File: src/rtl/lrce_pkg.sv
package lrce_pkg;

  // Configuration port geometry.
  localparam int unsigned CFG_INDEX_W = 3;
  localparam int unsigned CFG_DATA_W  = 24;

  // Configuration register indexes.
  localparam logic [CFG_INDEX_W-1:0] REG_YELLOW_REFERENCE    = 3'd0;
  localparam logic [CFG_INDEX_W-1:0] REG_WHITE_REFERENCE     = 3'd1;
  localparam logic [CFG_INDEX_W-1:0] REG_HUE_TOLERANCE       = 3'd2;
  localparam logic [CFG_INDEX_W-1:0] REG_SATURATION_TOLERANCE = 3'd3;
  localparam logic [CFG_INDEX_W-1:0] REG_VALUE_TOLERANCE     = 3'd4;
  localparam logic [CFG_INDEX_W-1:0] REG_LANE_SPAN           = 3'd5;

  // Register values after reset.
  localparam logic [23:0] YELLOW_REFERENCE_RESET     = 24'h1EECFF;
  localparam logic [23:0] WHITE_REFERENCE_RESET      = 24'h0000FF;
  localparam logic [7:0]  HUE_TOLERANCE_RESET        = 8'd3;
  localparam logic [7:0]  SATURATION_TOLERANCE_RESET = 8'd30;
  localparam logic [7:0]  VALUE_TOLERANCE_RESET      = 8'd30;
  localparam logic [7:0]  LANE_SPAN_RESET            = 8'd75;

  // Lane case codes.
  localparam logic [1:0] LANE_NONE   = 2'd0;
  localparam logic [1:0] LANE_BOTH   = 2'd1;
  localparam logic [1:0] LANE_WHITE  = 2'd2;
  localparam logic [1:0] LANE_YELLOW = 2'd3;

  // Row record queue between the pixel front and the division back.
  localparam int unsigned QUEUE_DEPTH = 4;
  localparam int unsigned QUEUE_PTR_W = 2;

  typedef struct packed {
    logic [7:0] hue;
    logic [7:0] saturation;
    logic [7:0] brightness;
    logic       row_end;
    logic       frame_end;
  } pixel_t;

  typedef struct packed {
    logic [6:0]         row_number;
    logic signed [11:0] center_column;
    logic [1:0]         lane_case;
    logic [10:0]        yellow_matches;
    logic [10:0]        white_matches;
  } result_t;

  typedef struct packed {
    logic [23:0] yellow_reference;
    logic [23:0] white_reference;
    logic [7:0]  hue_tolerance;
    logic [7:0]  saturation_tolerance;
    logic [7:0]  value_tolerance;
    logic [7:0]  lane_span;
  } cfg_regs_t;

  typedef enum logic [1:0] {
    BACK_IDLE,
    BACK_DIVIDE,
    BACK_EMIT
  } back_state_t;

endpackage

File: src/rtl/lrce_front.sv
module lrce_front #(
  parameter int unsigned MAX_COLUMNS = 1024,
  parameter int unsigned MAX_ROWS    = 128,
  localparam int unsigned COL_W = $clog2(MAX_COLUMNS + 1),
  localparam int unsigned CNT_W = COL_W,
  localparam int unsigned SUM_W = $clog2(MAX_COLUMNS * (MAX_COLUMNS - 1) / 2 + 1),
  localparam int unsigned ROW_W = (MAX_ROWS > 1) ? $clog2(MAX_ROWS) : 1,
  localparam int unsigned ADD_W = (SUM_W > COL_W) ? SUM_W : COL_W
) (
  input  logic                           clk,
  input  logic                           rst,
  input  logic                           accept,
  input  lrce_pkg::pixel_t               pixel,
  input  lrce_pkg::cfg_regs_t            cfg,
  output logic                           row_push,
  output logic [ROW_W-1:0]               row_number,
  output logic [SUM_W-1:0]               yellow_sum,
  output logic [SUM_W-1:0]               white_sum,
  output logic [CNT_W-1:0]               yellow_count,
  output logic [CNT_W-1:0]               white_count
);

  logic [COL_W-1:0] column;
  logic [ROW_W-1:0] row;
  logic [SUM_W-1:0] ysum;
  logic [SUM_W-1:0] wsum;
  logic [CNT_W-1:0] ycnt;
  logic [CNT_W-1:0] wcnt;

  logic             in_range;
  logic             yellow_hit;
  logic             white_hit;
  logic             row_done;
  logic [ADD_W-1:0] ysum_add;
  logic [ADD_W-1:0] wsum_add;
  logic [ROW_W:0]   row_inc;

  // Open window test: center - tol < c < center + tol, done without wrap.
  function automatic logic channel_inside(input logic [7:0] c, input logic [7:0] center_v,
                                          input logic [7:0] tol);
    logic [8:0] c_plus;
    logic [8:0] center_plus;
    c_plus      = {1'b0, c} + {1'b0, tol};
    center_plus = {1'b0, center_v} + {1'b0, tol};
    return (c_plus > {1'b0, center_v}) && ({1'b0, c} < center_plus);
  endfunction

  function automatic logic colour_match(input lrce_pkg::pixel_t p, input logic [23:0] center_v,
                                        input lrce_pkg::cfg_regs_t c);
    return channel_inside(p.hue, center_v[23:16], c.hue_tolerance)
        && channel_inside(p.saturation, center_v[15:8], c.saturation_tolerance)
        && channel_inside(p.brightness, center_v[7:0], c.value_tolerance);
  endfunction

  always_comb begin
    in_range   = column < COL_W'(MAX_COLUMNS);
    yellow_hit = in_range && colour_match(pixel, cfg.yellow_reference, cfg);
    white_hit  = in_range && colour_match(pixel, cfg.white_reference, cfg);
    row_done   = accept && (pixel.row_end || pixel.frame_end);
    ysum_add   = ADD_W'(ysum) + ADD_W'(column);
    wsum_add   = ADD_W'(wsum) + ADD_W'(column);
    row_inc    = {1'b0, row} + 1'b1;

    yellow_sum   = yellow_hit ? ysum_add[SUM_W-1:0] : ysum;
    white_sum    = white_hit ? wsum_add[SUM_W-1:0] : wsum;
    yellow_count = yellow_hit ? ycnt + 1'b1 : ycnt;
    white_count  = white_hit ? wcnt + 1'b1 : wcnt;
    row_number   = row;
    row_push     = row_done;
  end

  always_ff @(posedge clk) begin
    if (rst) begin
      column <= '0;
      row    <= '0;
      ysum   <= '0;
      wsum   <= '0;
      ycnt   <= '0;
      wcnt   <= '0;
    end else if (accept) begin
      if (row_done) begin
        column <= '0;
        ysum   <= '0;
        wsum   <= '0;
        ycnt   <= '0;
        wcnt   <= '0;
        if (pixel.frame_end || (row_inc >= (ROW_W + 1)'(MAX_ROWS))) begin
          row <= '0;
        end else begin
          row <= row_inc[ROW_W-1:0];
        end
      end else begin
        if (in_range) begin
          column <= column + 1'b1;
        end
        ysum <= yellow_sum;
        wsum <= white_sum;
        ycnt <= yellow_count;
        wcnt <= white_count;
      end
    end
  end

endmodule

File: src/rtl/lrce_queue.sv
module lrce_queue #(
  parameter int unsigned WIDTH = 72
) (
  input  logic             clk,
  input  logic             rst,
  input  logic             push,
  input  logic [WIDTH-1:0] din,
  output logic             full,
  input  logic             pop,
  output logic [WIDTH-1:0] dout,
  output logic             empty
);

  logic [WIDTH-1:0]                  entries [lrce_pkg::QUEUE_DEPTH];
  logic [lrce_pkg::QUEUE_PTR_W-1:0]  wr_ptr;
  logic [lrce_pkg::QUEUE_PTR_W-1:0]  rd_ptr;
  logic [lrce_pkg::QUEUE_PTR_W:0]    count;

  assign full  = count == (lrce_pkg::QUEUE_PTR_W + 1)'(lrce_pkg::QUEUE_DEPTH);
  assign empty = count == '0;
  assign dout  = entries[rd_ptr];

  always_ff @(posedge clk) begin
    if (push) begin
      entries[wr_ptr] <= din;
    end
  end

  always_ff @(posedge clk) begin
    if (rst) begin
      wr_ptr <= '0;
      rd_ptr <= '0;
      count  <= '0;
    end else begin
      if (push) begin
        wr_ptr <= wr_ptr + 1'b1;
      end
      if (pop) begin
        rd_ptr <= rd_ptr + 1'b1;
      end
      if (push && !pop) begin
        count <= count + 1'b1;
      end else if (pop && !push) begin
        count <= count - 1'b1;
      end
    end
  end

  a_no_overflow: assert property (@(posedge clk) disable iff (rst) push |-> !full || pop)
    else $error("row queue written while full");
  a_no_underflow: assert property (@(posedge clk) disable iff (rst) pop |-> !empty)
    else $error("row queue read while empty");
  a_count_grows: assert property (@(posedge clk) disable iff (rst)
      push && !pop |=> count == $past(count) + 1'b1)
    else $error("row queue count did not follow a write");

endmodule

File: src/rtl/lrce_back.sv
module lrce_back #(
  parameter int unsigned MAX_COLUMNS = 1024,
  parameter int unsigned MAX_ROWS    = 128,
  localparam int unsigned COL_W  = $clog2(MAX_COLUMNS + 1),
  localparam int unsigned CNT_W  = COL_W,
  localparam int unsigned SUM_W  = $clog2(MAX_COLUMNS * (MAX_COLUMNS - 1) / 2 + 1),
  localparam int unsigned ROW_W  = (MAX_ROWS > 1) ? $clog2(MAX_ROWS) : 1,
  localparam int unsigned MEAN_W = (MAX_COLUMNS > 2) ? $clog2(MAX_COLUMNS) : 1,
  localparam int unsigned ITER_W = $clog2(SUM_W + 1),
  localparam int unsigned CTR_A  = ((MEAN_W > 8) ? MEAN_W : 8) + 2,
  localparam int unsigned CTR_W  = (CTR_A > 12) ? CTR_A : 12,
  localparam int unsigned ROWX_W = (ROW_W > 7) ? ROW_W : 7,
  localparam int unsigned CNTX_W = (CNT_W > 11) ? CNT_W : 11
) (
  input  logic                clk,
  input  logic                rst,
  input  logic                q_empty,
  input  logic [ROW_W-1:0]    q_row_number,
  input  logic [SUM_W-1:0]    q_yellow_sum,
  input  logic [SUM_W-1:0]    q_white_sum,
  input  logic [CNT_W-1:0]    q_yellow_count,
  input  logic [CNT_W-1:0]    q_white_count,
  output logic                q_pop,
  input  logic [7:0]          lane_span,
  output lrce_pkg::result_t   result,
  output logic                empty,
  input  logic                pop
);

  lrce_pkg::back_state_t state;
  lrce_pkg::back_state_t state_next;

  logic [ITER_W-1:0] iter;
  logic [SUM_W-1:0]  yquot;
  logic [SUM_W-1:0]  wquot;
  logic [CNT_W-1:0]  yrem;
  logic [CNT_W-1:0]  wrem;
  logic [CNT_W-1:0]  ydiv;
  logic [CNT_W-1:0]  wdiv;
  logic [ROW_W-1:0]  row;
  logic              out_valid;
  lrce_pkg::result_t out_reg;

  logic              load;
  logic              step;
  logic              emit;
  logic [CNT_W:0]    yshift;
  logic [CNT_W:0]    wshift;
  logic [CNT_W:0]    ysub;
  logic [CNT_W:0]    wsub;
  logic              yge;
  logic              wge;
  logic [CTR_W-1:0]  ymean;
  logic [CTR_W-1:0]  wmean;
  logic [CTR_W-1:0]  half;
  logic [CTR_W-1:0]  mid_sum;
  logic [CTR_W-1:0]  center;
  logic [1:0]        lane_case;
  logic [ROWX_W-1:0] row_x;
  logic [CNTX_W-1:0] ycnt_x;
  logic [CNTX_W-1:0] wcnt_x;

  // One restoring step for both dividers: shift the next dividend bit into the
  // remainder and subtract the match count when it fits.
  always_comb begin
    yshift = {yrem, yquot[SUM_W-1]};
    wshift = {wrem, wquot[SUM_W-1]};
    yge    = yshift >= {1'b0, ydiv};
    wge    = wshift >= {1'b0, wdiv};
    ysub   = yshift - {1'b0, ydiv};
    wsub   = wshift - {1'b0, wdiv};
  end

  always_comb begin
    ymean   = CTR_W'(yquot[MEAN_W-1:0]);
    wmean   = CTR_W'(wquot[MEAN_W-1:0]);
    half    = CTR_W'(lane_span[7:1]);
    mid_sum = ymean + wmean;
    if ((ydiv != '0) && (wdiv != '0)) begin
      center    = {1'b0, mid_sum[CTR_W-1:1]};
      lane_case = lrce_pkg::LANE_BOTH;
    end else if (wdiv != '0) begin
      center    = wmean - half;
      lane_case = lrce_pkg::LANE_WHITE;
    end else if (ydiv != '0) begin
      center    = ymean + half;
      lane_case = lrce_pkg::LANE_YELLOW;
    end else begin
      center    = '0;
      lane_case = lrce_pkg::LANE_NONE;
    end
    row_x  = ROWX_W'(row);
    ycnt_x = CNTX_W'(ydiv);
    wcnt_x = CNTX_W'(wdiv);
  end

  always_comb begin
    state_next = state;
    load       = 1'b0;
    step       = 1'b0;
    emit       = 1'b0;
    case (state)
      lrce_pkg::BACK_IDLE: begin
        if (!q_empty) begin
          load       = 1'b1;
          state_next = lrce_pkg::BACK_DIVIDE;
        end
      end
      lrce_pkg::BACK_DIVIDE: begin
        step = 1'b1;
        if (iter == ITER_W'(SUM_W - 1)) begin
          state_next = lrce_pkg::BACK_EMIT;
        end
      end
      lrce_pkg::BACK_EMIT: begin
        if (!out_valid || pop) begin
          emit       = 1'b1;
          state_next = lrce_pkg::BACK_IDLE;
        end
      end
      default: begin
        state_next = lrce_pkg::BACK_IDLE;
      end
    endcase
  end

  assign q_pop  = load;
  assign empty  = !out_valid;
  assign result = out_reg;

  always_ff @(posedge clk) begin
    if (rst) begin
      state <= lrce_pkg::BACK_IDLE;
    end else begin
      state <= state_next;
    end
  end

  always_ff @(posedge clk) begin
    if (load) begin
      iter  <= '0;
      yquot <= q_yellow_sum;
      wquot <= q_white_sum;
      yrem  <= '0;
      wrem  <= '0;
      ydiv  <= q_yellow_count;
      wdiv  <= q_white_count;
      row   <= q_row_number;
    end else if (step) begin
      iter  <= iter + 1'b1;
      yquot <= SUM_W'({yquot, yge});
      wquot <= SUM_W'({wquot, wge});
      yrem  <= yge ? ysub[CNT_W-1:0] : yshift[CNT_W-1:0];
      wrem  <= wge ? wsub[CNT_W-1:0] : wshift[CNT_W-1:0];
    end
  end

  always_ff @(posedge clk) begin
    if (emit) begin
      out_reg.row_number     <= row_x[6:0];
      out_reg.center_column  <= center[11:0];
      out_reg.lane_case      <= lane_case;
      out_reg.yellow_matches <= ycnt_x[10:0];
      out_reg.white_matches  <= wcnt_x[10:0];
    end
  end

  always_ff @(posedge clk) begin
    if (rst) begin
      out_valid <= 1'b0;
    end else if (emit) begin
      out_valid <= 1'b1;
    end else if (pop) begin
      out_valid <= 1'b0;
    end
  end

  a_iter_bound: assert property (@(posedge clk) disable iff (rst)
      state == lrce_pkg::BACK_DIVIDE |-> iter < ITER_W'(SUM_W))
    else $error("divider ran past its last step");
  a_pop_when_idle: assert property (@(posedge clk) disable iff (rst)
      q_pop |-> state == lrce_pkg::BACK_IDLE && !q_empty)
    else $error("row record taken outside idle");
  a_result_held: assert property (@(posedge clk) disable iff (rst)
      out_valid && !pop |=> out_valid && $stable(out_reg))
    else $error("waiting result was lost or overwritten");

endmodule

File: src/rtl/lane_row_center_extractor.sv
// A row's totals pass through the row queue and the back's idle, divide and emit states to the
// result ports, and are held in the emit state while an earlier result has not been popped.
// Throughput: one pixel per cycle while full is low. The shared pair of dividers takes one row
// at a time, so a run of short rows fills the four-entry row queue and full rises until it drains.
// Reset (rst, synchronous): counters and row queue are cleared, the back returns to idle,
// the result is marked empty and the configuration registers return to their reset values.
module lane_row_center_extractor #(
  parameter int unsigned MAX_COLUMNS = 1024,
  parameter int unsigned MAX_ROWS    = 128
) (
  input  logic                                clk,
  input  logic                                rst,
  // Pixel side.
  input  logic                                push,
  output logic                                full,
  input  lrce_pkg::pixel_t                    pixel,
  // Result side.
  output logic                                empty,
  input  logic                                pop,
  output lrce_pkg::result_t                   result,
  // Configuration writes.
  input  logic                                cfg_valid,
  output logic                                cfg_ready,
  input  logic [lrce_pkg::CFG_INDEX_W-1:0]    cfg_index,
  input  logic [lrce_pkg::CFG_DATA_W-1:0]     cfg_data
);

  // Widths that follow from the frame geometry. A column counter must be able to hold
  // MAX_COLUMNS itself, because it parks there when a row runs too long.
  localparam int unsigned COL_W = $clog2(MAX_COLUMNS + 1);
  localparam int unsigned CNT_W = COL_W;
  localparam int unsigned SUM_W = $clog2(MAX_COLUMNS * (MAX_COLUMNS - 1) / 2 + 1);
  localparam int unsigned ROW_W = (MAX_ROWS > 1) ? $clog2(MAX_ROWS) : 1;
  localparam int unsigned REC_W = ROW_W + 2 * SUM_W + 2 * CNT_W;

  lrce_pkg::cfg_regs_t cfg;

  logic             accept;
  logic             row_push;
  logic [ROW_W-1:0] f_row;
  logic [SUM_W-1:0] f_ysum;
  logic [SUM_W-1:0] f_wsum;
  logic [CNT_W-1:0] f_ycnt;
  logic [CNT_W-1:0] f_wcnt;

  logic             q_pop;
  logic             q_empty;
  logic [REC_W-1:0] q_din;
  logic [REC_W-1:0] q_dout;
  logic [ROW_W-1:0] q_row;
  logic [SUM_W-1:0] q_ysum;
  logic [SUM_W-1:0] q_wsum;
  logic [CNT_W-1:0] q_ycnt;
  logic [CNT_W-1:0] q_wcnt;

  // The configuration port never stalls. Writes are expected only while the block
  // is idle, so the live register values feed both halves directly.
  assign cfg_ready = 1'b1;

  always_ff @(posedge clk) begin
    if (rst) begin
      cfg.yellow_reference     <= lrce_pkg::YELLOW_REFERENCE_RESET;
      cfg.white_reference      <= lrce_pkg::WHITE_REFERENCE_RESET;
      cfg.hue_tolerance        <= lrce_pkg::HUE_TOLERANCE_RESET;
      cfg.saturation_tolerance <= lrce_pkg::SATURATION_TOLERANCE_RESET;
      cfg.value_tolerance      <= lrce_pkg::VALUE_TOLERANCE_RESET;
      cfg.lane_span            <= lrce_pkg::LANE_SPAN_RESET;
    end else if (cfg_valid && cfg_ready) begin
      case (cfg_index)
        lrce_pkg::REG_YELLOW_REFERENCE:     cfg.yellow_reference     <= cfg_data;
        lrce_pkg::REG_WHITE_REFERENCE:      cfg.white_reference      <= cfg_data;
        lrce_pkg::REG_HUE_TOLERANCE:        cfg.hue_tolerance        <= cfg_data[7:0];
        lrce_pkg::REG_SATURATION_TOLERANCE: cfg.saturation_tolerance <= cfg_data[7:0];
        lrce_pkg::REG_VALUE_TOLERANCE:      cfg.value_tolerance      <= cfg_data[7:0];
        lrce_pkg::REG_LANE_SPAN:            cfg.lane_span            <= cfg_data[7:0];
        default: begin
        end
      endcase
    end
  end

  // A pixel beat is taken whenever the row queue has room. The front classifies each
  // pixel against both colour windows and keeps the per-row match counts and column
  // sums; on the last pixel of a row it hands the finished totals to the queue.
  assign accept = push && !full;

  lrce_front #(
    .MAX_COLUMNS (MAX_COLUMNS),
    .MAX_ROWS    (MAX_ROWS)
  ) u_front (
    .clk          (clk),
    .rst          (rst),
    .accept       (accept),
    .pixel        (pixel),
    .cfg          (cfg),
    .row_push     (row_push),
    .row_number   (f_row),
    .yellow_sum   (f_ysum),
    .white_sum    (f_wsum),
    .yellow_count (f_ycnt),
    .white_count  (f_wcnt)
  );

  assign q_din = {f_row, f_ysum, f_wsum, f_ycnt, f_wcnt};
  assign {q_row, q_ysum, q_wsum, q_ycnt, q_wcnt} = q_dout;

  // The queue lets the next rows stream in while the back still divides an earlier one.
  lrce_queue #(
    .WIDTH (REC_W)
  ) u_queue (
    .clk   (clk),
    .rst   (rst),
    .push  (row_push),
    .din   (q_din),
    .full  (full),
    .pop   (q_pop),
    .dout  (q_dout),
    .empty (q_empty)
  );

  // The back turns sums into mean columns with two bit-serial dividers working side by
  // side, picks the lane case and the center estimate, and holds the result in an
  // output register until it is popped.
  lrce_back #(
    .MAX_COLUMNS (MAX_COLUMNS),
    .MAX_ROWS    (MAX_ROWS)
  ) u_back (
    .clk            (clk),
    .rst            (rst),
    .q_empty        (q_empty),
    .q_row_number   (q_row),
    .q_yellow_sum   (q_ysum),
    .q_white_sum    (q_wsum),
    .q_yellow_count (q_ycnt),
    .q_white_count  (q_wcnt),
    .q_pop          (q_pop),
    .lane_span      (cfg.lane_span),
    .result         (result),
    .empty          (empty),
    .pop            (pop)
  );

endmodule
File: config.mk
export PLATFORM = sky130hd
export DESIGN_NAME = lane_row_center_extractor
export DESIGN_NICKNAME = d
export VERILOG_FILES = /design/src/rtl/lrce_pkg.sv /design/src/rtl/lrce_front.sv /design/src/rtl/lrce_queue.sv /design/src/rtl/lrce_back.sv /design/src/rtl/lane_row_center_extractor.sv
export SDC_FILE = /design/constraint.sdc
export NUM_CORES = 1
export LEC_CHECK = 0
export ABC_CLOCK_PERIOD_IN_PS = 7800
export BUFFER_PORTS_ARGS = -buffer_cell sky130_fd_sc_hd__buf_4
export CORE_MARGIN = 4
export CORE_UTILIZATION = 40
export CTS_CLUSTER_SIZE = 14
export DETAILED_ROUTE_END_ITERATION = 12
export HOLD_SLACK_MARGIN = 0.1
export PLACE_DENSITY = 0.64
export SYNTH_ARGS = -nofsm -noshare
export SYNTH_HDL_FRONTEND = slang
export SYNTH_SLANG_ARGS = --single-unit
export TNS_END_PERCENT = 1
File: constraint.sdc
create_clock -name clk -period 7.8 [get_ports clk]
set_clock_uncertainty 0.15 [all_clocks]
set_input_delay 0.39 -clock clk [delete_from_list [all_inputs] [get_ports clk]]
set_output_delay 0.39 -clock clk [all_outputs]
set_load 0.01 [all_outputs]
**After elaboration in Yosys (flattened, before gate mapping)**

Memories as Yosys holds them, arrays and structs flattened. A register that Yosys moved wholly into a read port is not among the register bits.
Cells that the tools add are included.

- Word-level logic and storage cells: 166
- Memories kept: 1
- Memory bits (writable): 268
- Register bits: 305
- Bits of input ports: 58

Memory list:

| memory | words | width | read ports | clocked after memory_dff | write ports | line | RTL |
|---|---|---|---|---|---|---|---|
| u_queue.entries | 4 | 67 | 1 | 1 | 1 | lrce_queue.sv:14 | `logic [WIDTH-1:0] entries [lrce_pkg::QUEUE_DEPTH];` |

- Muxes and demuxes: 39
- Add/sub/neg operators: 25
- $lt $le $gt $ge: 16
- Equality and inequality tests: 12
- Reductions and logical operators: 42

Operator list:

| cell | count |
|---|---|
| two-way mux 19 bit | 8 |
| two-way mux 11 bit | 9 |
| adder 8 x 8 -> 9 bit | 9 |
| > comparator 9 x 8 -> 1 bit | 6 |
| < comparator 8 x 9 -> 1 bit | 6 |
| adder 19 x 11 -> 19 bit | 2 |
| adder 11 x 1 -> 11 bit (second input constant) | 3 |
| >= comparator 12 x 11 -> 1 bit | 2 |
| two-way mux 12 bit | 2 |
| nonzero test 11 bit | 2 |
| subtractor 11 bit | 2 |
| logical AND 1 bit | 17 |
| AND reduction 2 bit | 8 |
| two-way mux 2 bit | 7 |
| adder 10 x 10 -> 11 bit | 1 |
| adder 10 x 7 -> 11 bit | 1 |
| < comparator 11 bit (second input constant) | 1 |
| subtractor 10 x 7 -> 11 bit | 1 |
| equality test 3 bit (second input constant) | 3 |
| two-way mux 1 bit | 9 |
| adder 7 x 1 -> 8 bit (second input constant) | 1 |
| >= comparator 8 bit (second input constant) | 1 |
| nonzero test 2 bit | 4 |
| two-way mux 7 bit | 1 |
| other kinds (18) | 28 |

**Longest topological paths before layout**

- Depth after elaboration: 8
- Depth in mapped cells: 19

**Cells and area by module**

Synthesis repeated with hierarchy kept, for this count alone.

- Cells, all modules: 2656
- Area, all modules: 31033.5 um2

Modules (own cells, without submodules):

| module | sequential area each (um2) | area each (um2) | cells an instance | instances |
|---|---|---|---|---|
| lrce_front | 1561.5 | 10131.0 | 1299 | 1 |
| lrce_queue | 8227.9 | 10131.0 | 394 | 1 |
| lrce_back | 3903.7 | 7529.7 | 649 | 1 |
| lane_row_center_extractor | 1601.5 | 3241.9 | 314 | 1 |

**Worst setup path after synthesis**

OpenSTA, ideal clock, no wires.

- Path kind: flip-flop to flip-flop
- Start: register cfg[17] (netlist name)
- End: memory u_queue.entries[0][38] (netlist bit), data pin
- Stages on the path, launching flop included: 20
- Arrival time: 3.641 ns
- Data required time: 7.377 ns
- Slack: 3.736 ns
- Cells stage by stage: dfxtp_1 > ha_1 > a21o_1 > a21oi_1 > o21bai_1 > a21oi_1 > o21ai_0 > a21oi_1 > xnor2_1 > ha_1 > nand4_1 > o22ai_1 > a31oi_1 > nor3_1 > a2111oi_4 > and3_1 > buf_2 > buf_4 > nand2_1 > xnor2_1

- Cells in the longest elaborated chain, start to end: 7
- Elaborated cells between the ends (all ways): 9
- Those cells by class: add/sub (2); order compare (2); mux (1); reduce/logical (4)

RTL lines:

| what | line | RTL |
|---|---|---|
| adder 8 x 8 -> 9 bit, on equally long branches | lrce_front.sv:43, lrce_front.sv:44 |  |
| > comparator 9 x 8 -> 1 bit / < comparator 8 x 9 -> 1 bit (equally long branches) | lrce_front.sv:45 | `return (c_plus > {1'b0, center_v}) && ({1'b0, c} < center_plus);` |
| logical AND 1 bit * | lrce_front.sv:45 |  |
| logical AND 1 bit * | lrce_front.sv:51 | `&& channel_inside(p.saturation, center_v[15:8], c.saturation_tolerance)` |
| logical AND 1 bit * | lrce_front.sv:52 | `&& channel_inside(p.brightness, center_v[7:0], c.value_tolerance);` |
| logical AND 1 bit * | lrce_front.sv:58 | `white_hit = in_range && colour_match(pixel, cfg.white_reference, cfg);` |
| two-way mux 19 bit * | lrce_front.sv:65 | `white_sum = white_hit ? wsum_add[SUM_W-1:0] : wsum;` |
| named net f_wsum[16] | lane_row_center_extractor.sv:42 | `logic [SUM_W-1:0] f_wsum;` |
| to (decl) | lrce_queue.sv:14 |  |

The timed path passes the listed nets; every way through them passes the cells marked *.

**Worst setup path after layout**

- Start: register cfg[17] (netlist name)
- End: register u_front.ycnt[0]

- Cells in the longest elaborated chain, start to end: 8
- Elaborated cells between the ends (all ways): 10
- Those cells by class: add/sub (2); order compare (2); mux (2); reduce/logical (4)

RTL lines:

| what | line | RTL |
|---|---|---|
| adder 8 x 8 -> 9 bit, on equally long branches | lrce_front.sv:43, lrce_front.sv:44 |  |
| > comparator 9 x 8 -> 1 bit / < comparator 8 x 9 -> 1 bit (equally long branches) | lrce_front.sv:45 |  |
| logical AND 1 bit * | lrce_front.sv:45 |  |
| logical AND 1 bit * | lrce_front.sv:51 |  |
| logical AND 1 bit * | lrce_front.sv:52 |  |
| logical AND 1 bit * | lrce_front.sv:57 | `yellow_hit = in_range && colour_match(pixel, cfg.yellow_reference, cfg);` |
| two-way mux 11 bit * | lrce_front.sv:66 | `yellow_count = yellow_hit ? ycnt + 1'b1 : ycnt;` |
| two-way mux 11 bit * | lrce_front.sv:81 | `if (row_done) begin` |
| to (signal assigned) | lrce_front.sv:98 | `ycnt <= yellow_count;` |
| to (decl) | lrce_front.sv:27 | `logic [CNT_W-1:0] ycnt;` |

Mark *: on every way between the ends. The rest lies on a longest branch, timed or not.
A chain may end at the register's enable or synchronous reset.

==> out/results.ini <==
[run_status]
status = complete, no violations

[worst_hold_path]
whs_path_depth = 5
min_to = u_front.column[2]$_SDFFE_PP0P_
hold_start = pixel[1]
hp-class = in -> reg

[power]
peakVddDrop_mv = 0.238
power_density_nw_per_um2 = 287
power_mw = 9.81
p_leak_nw = 13.4

[clocking]
cts_made_buffers = 59
worstSkewPairLatency_ns = 0.64
cts_tree = done
clockRootBuffer = clkbuf_16
h-tree-depth = 2
cts_max_path_buffers = 3
clkTransAtPathRegs_ns = 0.07
clock_sinks = 574

[sta]
relSlewSlack = 0.187
fin_crit_ns = 5.22
rsz0062_at_grt = false
finalCritPeriodShare = 0.669
tns_ns = 0
finalSetupViolCount = 0
fmax_ghz = 0.192
worst_pin_slew_ns = 1.22
hold_slack_ns = 0.162
slew_viol_final = 0
hold_viol = 0

[finish]
instances_no_fill = 3825
multi_input_area_um2 = 13800
fin_nets = 3117
num-fill-cells = 6656
seq_area_um2 = 15300
area_growth_pct = 13.7
drive_gt1_frac = 0.114

[detailed_routing]
wire_per_inst_um = 19.9
viasPerCell = 5.55
num_vias = 21217
antenna_left = 0
drt_iter0_drc = 1440
dr.pass1.iters = 5
drc = 0
routed_wl_um = 76000

[critical_path]
r2r_slack_ns = 2.58
worstPathCellList = ha_1 -> a21o_1 -> a21oi_1 -> o21bai_1 -> a21oi_1 -> o21bai_1 -> a21oi_1 -> xor2_1 -> ha_1 -> and3_1 -> nand4_1 -> a221oi_1 -> nor2_1 -> and3_1 -> buf_4 -> a211oi_2 -> mux2_2
crit_fanout = 31
crit_cells = 17
crit_arrival_ns = 5.65
cpMostUsedCell = a21oi_1
crit_slowest_cell = a211oi_2
endpoint_kind = register
r2r_end = u_front.ycnt[0]$_SDFFE_PP0P_
startpoint_type = register
crit_buf_inv = 1
slowest_delay_ns = 0.83
r2r_cells = 17
timing.rr.start = cfg[17]$_SDFFE_PP1P_
crit_start = cfg[17]$_SDFFE_PP1P_
critical-path-top-delay-family = compound AO/OA/AOI/OAI gates
crit_type = reg -> reg
required_ns = 8.23

[place]
gp_congestion = 0.877
dpl.hpwl_um = 53100
io_buffers = 102
placedCellCount = 3683

[yosys]
synth_seq_area_share = 0.508
synth_enable_flop_cells = 378
ys_seq_elements = 574
synth.avg_cell_area_um2 = 11.2
ys_types = 81
postSynthCellCount = 2684
synth_area_um2 = 30100
synth_ff_type = edfxtp_1
ys_warn_count = 0
syn_nets = 2999
synth-async-reset-ratio = 0

[global_route]
grt_pass1_vias = 21332
grt_max_degree = 76
antenna_found_initial = 5
track_usage = 0.188
grt_pass1_wl_um = 119000
gr-total-overflow = 0

[floorplanning]
fp.dieH_um = 282
coreArea_um2 = 74400
ioPinCount = 104
rows = 100
initial_core_util = 0.404
dieArea_um2 = 79600
dieWidth_um = 282

[run]
maxCapViolCount = 0

[Yosys cell counts (all sizes together) (8+ instances only)]
| library cell | n | area (µm²) |
|---|---|---|
| nand2 | 391 | 1470 |
| and3 | 27 | 169 |
| inv | 157 | 589 |
| ha | 240 | 3000 |
| a21o | 45 | 338 |
| nand3 | 65 | 338 |
| o31ai | 12 | 90.1 |
| xor2 | 56 | 490 |
| or3 | 13 | 81.3 |
| and2 | 9 | 56.3 |
| a22o | 23 | 201 |
| nor4 | 14 | 87.6 |
| o41ai | 8 | 70.1 |
| nor3 | 56 | 280 |
| clkbuf | 60 | 225 |
| nand2b | 17 | 106 |
| xnor2 | 94 | 823 |
| mux2 | 8 | 90.1 |
| o21bai | 23 | 173 |
| edfxtp | 378 | 11400 |
| o22ai | 14 | 87.6 |
| a21oi | 153 | 766 |
| nand4 | 26 | 169 |
| a31oi | 22 | 138 |
| o21a | 18 | 135 |
| fa | 17 | 340 |
| nor2 | 124 | 465 |
| nor2b | 29 | 181 |
| mux4 | 67 | 1510 |
| or2 | 9 | 56.3 |
| a32oi | 8 | 70.1 |
| a22oi | 8 | 60.1 |
| buf | 36 | 158 |
| a211oi | 14 | 110 |
| o21ai | 84 | 424 |
| dfxtp | 196 | 3920 |
| mux2i | 33 | 330 |
| o211ai | 36 | 270 |
[tightest hold or removal path, stage by stage]
cell and delay (ns):
buf_4 0.09, nor2_1 0.04, buf_4 0.21, nand2_1 0.09, a311oi_1 0.08
[cell type report]
type	count	area share
inverters	158	0.0173
clock buffers	81	0.0491
multi-input cells	1856	0.405
clock inverters	31	0.0108
diodes	3	0.000220
repair buffers	153	0.0356
well taps	969	0.0355
flip-flops and latches	574	0.447
[what timing repair did]
action | 4_1_cts | 5_1_grt
setup buffers | 0 | 0
hold endpoints to repair | 94 | 0
setup endpoints to repair | 0 | 0
gates resized for setup | 0 | 0
hold buffers | 27 | 0
[metrics by stage]
| step | util | worst slack, ns | area [µm²] |
|---|---|---|---|
| 4_1_cts | 0.459 | 2.67 | 34200 |
| 3_5_place_dp | 0.428 | 2.64 | 31900 |
| 5_1_grt | 0.459 | 2.34 | 34200 |
| 2_1_floorplan | - | 3.74 | 30100 |
| 6_report | 0.459 | 2.58 | 34200 |
| 3_3_place_gp | 0.428 | 2.71 | 31900 |
[per-layer routing]
metal / vias up / global-route usage / wire [µm]
met2: 629 / 0.311 / 35600
met4: 2 / 0.0606 / 2310
met3: 134 / 0.0267 / 4200
met5: - / 0 / 17
li1: 10123 / - / -
met1: 10329 / 0.257 / 33900
[state kept, by name, summed over array words and instances (netlist names), 19 cells and up, named ones only]
| name | count |
|---|---|
| cfg | 79 |
| u_back.result | 43 |
| u_back.wquot | 19 |
| u_back.yquot | 19 |
| u_front.wsum | 19 |
| u_front.ysum | 19 |
| u_queue.entries | 268 |
[cell usage in the layout (no fill, tap or decap), drive strengths merged, types with 18 or more instances in the layout]
cell / synthesis / layout
nor3: 56 / 56
buf: 36 / 126
and3: 27 / 27
edfxtp: 378 / 378
dfxtp: 196 / 196
xor2: 56 / 56
a21oi: 153 / 153
nor2: 124 / 124
a21o: 45 / 45
nand4: 26 / 26
mux4: 67 / 67
nand3: 65 / 65
inv: 157 / 162
a22o: 23 / 23
clkbuf: 60 / 81
o21a: 18 / 18
dlygate4sd3: 0 / 27
o21ai: 84 / 84
a31oi: 22 / 22
mux2i: 33 / 33
nand2: 391 / 391
o21bai: 23 / 23
o211ai: 36 / 36
xnor2: 94 / 94
nor2b: 29 / 29
ha: 240 / 240
[how the worst max path moves through the flow]
stage	slack, ns	end
global route	2.34	u_queue.entries[2][3]$_DFFE_PP_
CTS	2.67	u_front.ycnt[0]$_SDFFE_PP0P_
global placement	2.71	u_front.ycnt[0]$_SDFFE_PP0P_
finish	2.58	u_front.ycnt[0]$_SDFFE_PP0P_
detailed placement	2.64	u_front.ycnt[0]$_SDFFE_PP0P_
floorplan	3.74	u_queue.entries[0][38]$_DFFE_PP_
[cell families after synthesis]
group                    after synthesis  share of synthesized area
AND/OR/NAND/NOR                      810                      0.123
flip-flops                           574                      0.508
AO/OA/AOI/OAI                        530                      0.117
adder cells (fa/ha/maj)              257                      0.111
buffers and inverters                254                     0.0325
XOR/XNOR                             150                     0.0437
multiplexers                         108                     0.0642
other                                  1                   0.000125
[where the power goes]
| part | leakage [nW] | total (mW) | internal (mW) | switching, mW |
|---|---|---|---|---|
| Clock | 0.989 | 2.95 | 1.72 | 1.23 |
| Sequential | 5.10 | 4.07 | 3.78 | 0.293 |
| Combinational | 7.31 | 2.79 | 1.17 | 1.62 |
(Power assumes the default switching activity.)
